[src/hdl/hdtf_pkg.sv]
// Package for the half-to-single depth scaler.
// Holds binary16/binary32 field constants; no dependencies.
package hdtf_pkg;
   localparam logic [31:0] QNAN_BITS = 32'h7FC0_0000;
   localparam int unsigned HALF_BIAS_ADJ = 112;
   localparam logic [4:0] EXP_MAX_FIELD = 5'd31;
endpackage

[src/hdl/half_depth_to_float_scale_mask.sv]
// Half-precision depth sample to ten-times single-precision value with a validity mask.
// One transaction enters per cycle unless the result side stalls: input register, one
// layer of logic (leading-one search over 15 bits, a 15-bit multiply by ten, normalize),
// and a result register.
// Uses hdtf_pkg.
module half_depth_to_float_scale_mask (
   input  logic        clock,
   input  logic        reset,
   input  logic        req_valid,
   output logic        req_stall,
   input  logic [15:0] req_half_sample,
   output logic        rsp_valid,
   input  logic        rsp_stall,
   output logic [31:0] rsp_depth_bits,
   output logic        rsp_invalid
);
   logic        in_valid_ff, in_valid_in;
   logic [15:0] in_half_ff;
   logic        out_valid_ff;
   logic [31:0] out_bits_ff;
   logic        out_inv_ff;
   logic        adv_out;

   // Output stage moves when empty or drained; input stage when its item moves on.
   assign adv_out   = !out_valid_ff || !rsp_stall;
   assign req_stall = in_valid_ff && !adv_out;
   assign in_valid_in = req_valid || (in_valid_ff && !adv_out);

   // Compute: value = sig * 2^(e-25) with sig 11 bits; times ten gives 15-bit product.
   logic        sgn;
   logic [4:0]  efld;
   logic [9:0]  mant;
   logic [10:0] sig;
   logic [8:0]  e_unb;      // biased single exponent of sig's bit 10 position
   logic [14:0] prod;
   logic [3:0]  top;
   logic [7:0]  exp_out;
   logic [22:0] frac_out;
   logic [31:0] res_bits;
   logic        is_zero, too_big, bad;
   logic [3:0]  lz;

   always_comb begin
      sgn  = in_half_ff[15];
      efld = in_half_ff[14:10];
      mant = in_half_ff[9:0];
      // Subnormal: value = mant * 2^-24, treat as exponent field 1 with no hidden bit.
      if (efld != 5'd0) begin
         sig   = {1'b1, mant};
         e_unb = 9'(efld) + 9'(hdtf_pkg::HALF_BIAS_ADJ);
      end else begin
         sig   = {1'b0, mant};
         e_unb = 9'd1 + 9'(hdtf_pkg::HALF_BIAS_ADJ);
      end
      prod = ({4'd0, sig} << 3) + ({4'd0, sig} << 1);
      top = 4'd0;
      for (int i = 0; i < 15; i++)
         if (prod[i]) top = 4'(i);
      lz = 4'd14 - top;
      // Bit 10 of sig sits at weight e_unb; product bit top at e_unb + top - 10.
      exp_out  = 8'(e_unb + 9'(top) - 9'd10);
      frac_out = 23'({8'd0, prod << lz} << 9);
      res_bits = {sgn, exp_out, frac_out};
      is_zero  = (prod == 15'd0);
      // 100 = 1.5625 * 2^6 (biased 133); above means exponent > 133 or equal with frac > .5625.
      too_big  = !sgn && ((exp_out > 8'd133) ||
                 ((exp_out == 8'd133) && (frac_out > 23'h480000)) ||
                 (efld == hdtf_pkg::EXP_MAX_FIELD));
      bad      = is_zero || too_big;
   end

   always_ff @(posedge clock) begin
      if (reset) begin
         in_valid_ff  <= 1'b0;
         out_valid_ff <= 1'b0;
      end else begin
         if (adv_out) out_valid_ff <= in_valid_ff;
         in_valid_ff <= in_valid_in;
      end
      if (!req_stall && req_valid) in_half_ff <= req_half_sample;
      if (adv_out && in_valid_ff) begin
         out_bits_ff <= bad ? hdtf_pkg::QNAN_BITS : res_bits;
         out_inv_ff  <= bad;
      end
   end

   assign rsp_valid      = out_valid_ff;
   assign rsp_depth_bits = out_bits_ff;
   assign rsp_invalid    = out_inv_ff;

   a_flag_nan: assert property (@(posedge clock) disable iff (reset)
      rsp_valid && rsp_invalid |-> rsp_depth_bits == hdtf_pkg::QNAN_BITS)
      else $error("invalid result without NaN");
   a_hold_out: assert property (@(posedge clock) disable iff (reset)
      rsp_valid && rsp_stall |=> rsp_valid && $stable(rsp_depth_bits))
      else $error("stalled result changed");
   a_no_drop: assert property (@(posedge clock) disable iff (reset)
      req_valid && !req_stall |=> in_valid_ff)
      else $error("accepted transaction lost");
endmodule

[config.mk]
export PLATFORM = sky130hd
export DESIGN_NAME = half_depth_to_float_scale_mask
export DESIGN_NICKNAME = d
export VERILOG_FILES = /design/src/hdl/hdtf_pkg.sv /design/src/hdl/half_depth_to_float_scale_mask.sv
export SDC_FILE = /design/constraint.sdc
export NUM_CORES = 1
export LEC_CHECK = 0
export ABC_AREA = 1
export BUFFER_PORTS_ARGS = -buffer_cell sky130_fd_sc_hd__buf_2
export CAP_MARGIN = 15
export CORE_MARGIN = 2
export CORE_UTILIZATION = 30
export DETAILED_ROUTE_END_ITERATION = 8
export SETUP_SLACK_MARGIN = 0.2
export SYNTH_ARGS = -nofsm -noshare
export SYNTH_HDL_FRONTEND = slang
export SYNTH_SLANG_ARGS = --single-unit
export TNS_END_PERCENT = 50
[constraint.sdc]
create_clock -name clock -period 9.45 [get_ports clock]
set_input_delay 0.945 -clock clock [delete_from_list [all_inputs] [get_ports clock]]
set_output_delay 0.945 -clock clock [all_outputs]
set_load 0.02 [all_outputs]
**After elaboration in Yosys (flattened, before gate mapping)**

Index checks and enable logic that the tools add are counted.

- Add/subtract/negate cells: 5
- $lt $le $gt $ge: 2
- Eq/ne operators: 2
- Shifts and indexed selects: 1
- Mux-type cells: 16
- Reductions and logical operators: 17

Operators with widths:

| kind | count |
|---|---|
| $mux 4 | 12 |
| $gt 23x23->1 const B | 1 |
| $add 14x12->15 | 1 |
| $logic_not 15->1 | 1 |
| $shl 15x4->14 | 1 |
| $mux 11 | 1 |
| $add 5x7->8 const B | 1 |
| $add 8x4->8 | 1 |
| $eq 8x8->1 const B | 1 |
| $gt 8x8->1 const B | 1 |
| $mux 8 | 1 |
| $sub 8x4->8 const B | 1 |
| $eq 5x5->1 const B | 1 |
| $logic_and 1x1->1 | 5 |
| $logic_not 1->1 | 5 |
| $logic_or 1x1->1 | 5 |
| $reduce_bool 5->1 | 1 |
| $sub 4x4->4 const A | 1 |
| $mux 2 | 1 |
| $mux 1 | 1 |

- Register bits: 51
- Output and inout port bits: 35
- Logic and storage cells: 49

**Depth between registers and ports, before layout**

- Depth after elaboration: 25
- Mapped depth: 32
- Gate-level depth less buffers: 31

**Worst setup path before layout**

No wires, ideal clock.

- Kind: flip-flop to flip-flop
- Start point: register in_half_ff[14]
- End point: register out_bits_ff[14], in the netlist rsp_depth_bits[14] (data pin)
- Library setup time: 0.258 ns
- Arrival time: 4.120 ns
- Slack: 5.072 ns
- Stages on the path, launching flop included: 31
- Clock period less this slack: 4.378 ns
- Cell sequence: edfxtp_1 nor2_1 nand4_1 ha_1 nand2_1 inv_1 a21oi_4 nand3_2 nand2_4 nand2_2 nor2_2 nor2_4 nand2_4 buf_12 inv_2 ha_1 clkdlybuf4s50_1 inv_1 clkbuf_1 nand2_1 nand3_1 nand2_1 nor2_1 nor2_2 nand3_1 nand2_1 nand2_1 nand2_1 nand2_2 buf_6 a21oi_1

- Longest elaborated chain between the ends: 15

RTL lines:

| what | line | source |
|---|---|---|
| start: declaration | half_depth_to_float_scale_mask.sv:18 | `logic [15:0] in_half_ff;` |
| start signal: assignment | half_depth_to_float_scale_mask.sv:80 | `if (!req_stall && req_valid) in_half_ff <= req_half_sample;` |
| branches (longest 15 deep; another with $add 14x12->15) | - |  |
| end signal: assignment | half_depth_to_float_scale_mask.sv:82 | `out_bits_ff <= bad ? hdtf_pkg::QNAN_BITS : res_bits;` |
| end: declaration | half_depth_to_float_scale_mask.sv:20 | `logic [31:0] out_bits_ff;` |

Several ways; the timed one is not identified.
A chain may end at the register's enable or synchronous reset.

**Worst setup path after layout**

- Start point: register in_half_ff[0]
- End point: register out_bits_ff[27], in the netlist rsp_depth_bits[27] (data pin)

- Longest elaborated chain between the ends: 24

RTL lines:

| what | line | source |
|---|---|---|
| $mux 11 (*) | half_depth_to_float_scale_mask.sv:48 | `if (efld != 5'd0) begin` |
| $add 14x12->15 (*) | half_depth_to_float_scale_mask.sv:55 | `prod = ({4'd0, sig} << 3) + ({4'd0, sig} << 1);` |
| branches (longest 22 deep; another with $mux 4) | - |  |

Mark *: on every way between the ends.

==> summary.md <==
| Metric | Value |
|---|---|
| Crit start category | register |
| CTS Hold Buffers Added | 0 |
| Die H | 112 um |
| Critical Path End Type | register |
| Status | finished clean |
| Layout area overhead | 13.3% |
| Remaining routing DRC violations | 0 |
| Post-Route WL | roughly 7000 um |
| CTS tree | yes |
| Chip width | 112 um |
| Final nets | 527 |
| Max-Slew Margin vs Limit | 56.5% |
| Vias in the first global route | approximately 2800 |
| Synth area leader | edfxtp_1 |
| Main synth FF type | edfxtp_1 |
| Clock skew | between 5 and 6 ps |
| Via count | 2878 |
| Commonest non-fill, non-tap cell in the layout | nand2_1 |
| Worst Path Class, Setup | reg2reg |
| Fmax | 0.193 GHz |
| Peak VDD IR | 0.0829 mV |
| Ranking of synthesized cells by area | edfxtp_1, nand2_1, nand3_1, inv_1, ha_1 |
| Worst Hold Depth | 2 |
| First DRT Iteration DRCs | between 90 and 100 |
| H-tree depth | 2 |
| Worst endpoint required time | 9480 ps |
| Pwr per Cell Area | between 150 and 200 nW/um^2 |
| Yosys warning count | 0 |
| Synth async-reset ratio | 0% |
| WL per Instance | roughly 11 um |
| Core box area | 11400 um^2 |
| Reg2Reg Depth | 25 |
| Total power | approximately 0.76 mW |
| DR vias/cell | roughly 4.6 |
| CTS max path bufs | 2 |
| Routability cong. | 0.899 |
| Post-CTS resize count | 0 |
| Clk sinks | 41 |
| Setup-failing EPs final | 0 |
| Detailed placer's ending HPWL | 5730 um |
| Die Area | 12400 um^2 |
| Synth unique cells | 42 |
| Reg2reg setup slack | 4280 ps |
| Synthesized area per cell | about 7.7 um^2 |
| Initial core utilization | 30.5% |
| CTS Buf Count | 5 |
| Ant diodes | 0 |
| Port Buf Inserts | 44 |
| Critical Path Fanout Max | 15 |
| Worst Max-Slew Pin Slew | about 650 ps |
| Min Tclk post-route | 5170 ps |
| Initial antenna violation count | 0 |
| Drt first pass iters | 4 |
| GRT overflow | 0 |
| Tcrit/Tclk final | around 55% |
| Largest net degree at the start of global routing | 24 |
| Syn Inst Count | ~450 |
| Num ports | 55 |
| Fraction of layout cells with a size suffix above 1 | 24.0% |
| Max-slew violation count | 0 |
| Share of the synthesized area in the top cell type | 33.8% |
| Leak pwr | 1.92 nW |
| Setup_tns | 0 ps |
| Clock root buffer | clkbuf_16 |
| Clock latency on the worst-skew pair | 280 ps |
| Post CTS Setup Buffer Count | 0 |
| RSZ-0062 raised after global routing | false |
| ANT nets after route | 0 |
| Maxcap violations | 0 |
| Flops & latches, synth | between 40 and 50 |
| WP data arrival | 5190 ps |
| First-pass GRT wire length | 12300 um |
| Reg clk slew, reported paths | 60 ps |
| Commonest non-fill, non-tap cells in the layout | nand2_1, inv_1, nand3_1 |
| Row cnt | 39 |
| Final Hold Vio Count | 0 |
| Total global-route track usage | 11.7% |
| Register area share after synthesis | a little over a third |
| EDFF count, synth | 39 |
| Hold crit path type | reg2reg |
| Mapped cell area | 3470 um^2 |
logic make-up (layout without fill, tap and decap cells):
| family | Yosys count | after routing | synth area share, % |
|---|---|---|---|
| AND/OR/NAND/NOR | 253 | 253 | 36.0 |
| AO/OA/AOI/OAI | 36 | 36 | 7.18 |
| flip-flops | 41 | 41 | 34.9 |
| buffers and inverters | 94 | 125 | 13.2 |
| other | 1 | 10 | 0.108 |
| XOR/XNOR | 3 | 3 | 0.975 |
| adder cells (fa/ha/maj) | 20 | 20 | 7.65 |
registers in the layout, indices dropped and copies added, names as in the netlist:
name,cells
in_half_ff,16
in_valid_ff,1
rsp_depth_bits,22
rsp_invalid,1
rsp_valid,1
path summary, 6_finish.rpt:
path / end / startpoint
max: rsp_depth_bits[27] / in_half_ff[0]
min: rsp_valid / rsp_valid
max reg2reg: rsp_depth_bits[27] / in_half_ff[0]
min reg2reg: rsp_valid / rsp_valid
area by class of cell:
class / count / area [um^2]
well taps: 143 / 179
clock inverters: 3 / 65.1
clock buffers: 5 / 125
inverters: 72 / 275
fillers: 1185 / 7440
flip-flops and latches: 41 / 1210
repair buffers: 45 / 235
multi-input cells: 322 / 1840
metal layers:
layer / vias up / track usage (%) / routed length (um)
li1: 1514 / - / -
met3: 11 / 2.18 / 278
met5: - / 0 / 0
met4: 0 / 3.21 / 94
met1: 1286 / 15.6 / 3410
met2: 67 / 19.6 / 3320
worst max-delay path, cell delays in order, from the launching register on:
cell      delay, ps
edfxtp_1        470
ha_1            290
inv_1            80
fa_1            430
inv_2           120
nand3_1         110
nand2_2         100
nand2_1          70
nand3_1          70
nand2_1         130
inv_1           150
nand3_2         240
nand2_4         260
inv_2            80
ha_1            200
ha_1            200
inv_1            70
fa_1            440
nor4_1          280
nand3_1         150
nand3_1         130
o311ai_0        190
inv_1           120
nand2_2         200
nand2_2         230
nand2_1          90
power breakdown:
| group | leakage [nW] | switching [mW] | internal, mW |
|---|---|---|---|
| combinational | 1.44 | 0.209 | 0.101 |
| clock | 0.0938 | 0.0683 | 0.151 |
| sequential | 0.390 | 0.00614 | 0.226 |
| total | 1.92 | 0.283 | 0.478 |
cell usage after synthesis, types with 7 or more instances:
| library cell | n |
|---|---|
| a21oi_1 | 16 |
| a21oi_2 | 7 |
| buf_4 | 12 |
| edfxtp_1 | 39 |
| ha_1 | 18 |
| inv_1 | 65 |
| nand2_1 | 123 |
| nand2_2 | 21 |
| nand3_1 | 56 |
| nand3_2 | 8 |
| nand4_1 | 9 |
| nor2_1 | 17 |
per-stage QoR:
stage | cells | worst slack [ps] | area [um^2] | utilization [%] | hold slack (ps)
floorplan | 457 | 5070 | 3500 | - | 450
global placement | 622 | 4360 | 3720 | 32.7 | 478
detailed placement | 622 | 4310 | 3720 | 32.7 | 495
CTS | 630 | 4280 | 3910 | 34.4 | 507
global route | 631 | 3890 | 3930 | 34.5 | 545
finish | 631 | 4280 | 3930 | 34.5 | 505
Note: power is estimated with default switching activity, not from simulation.
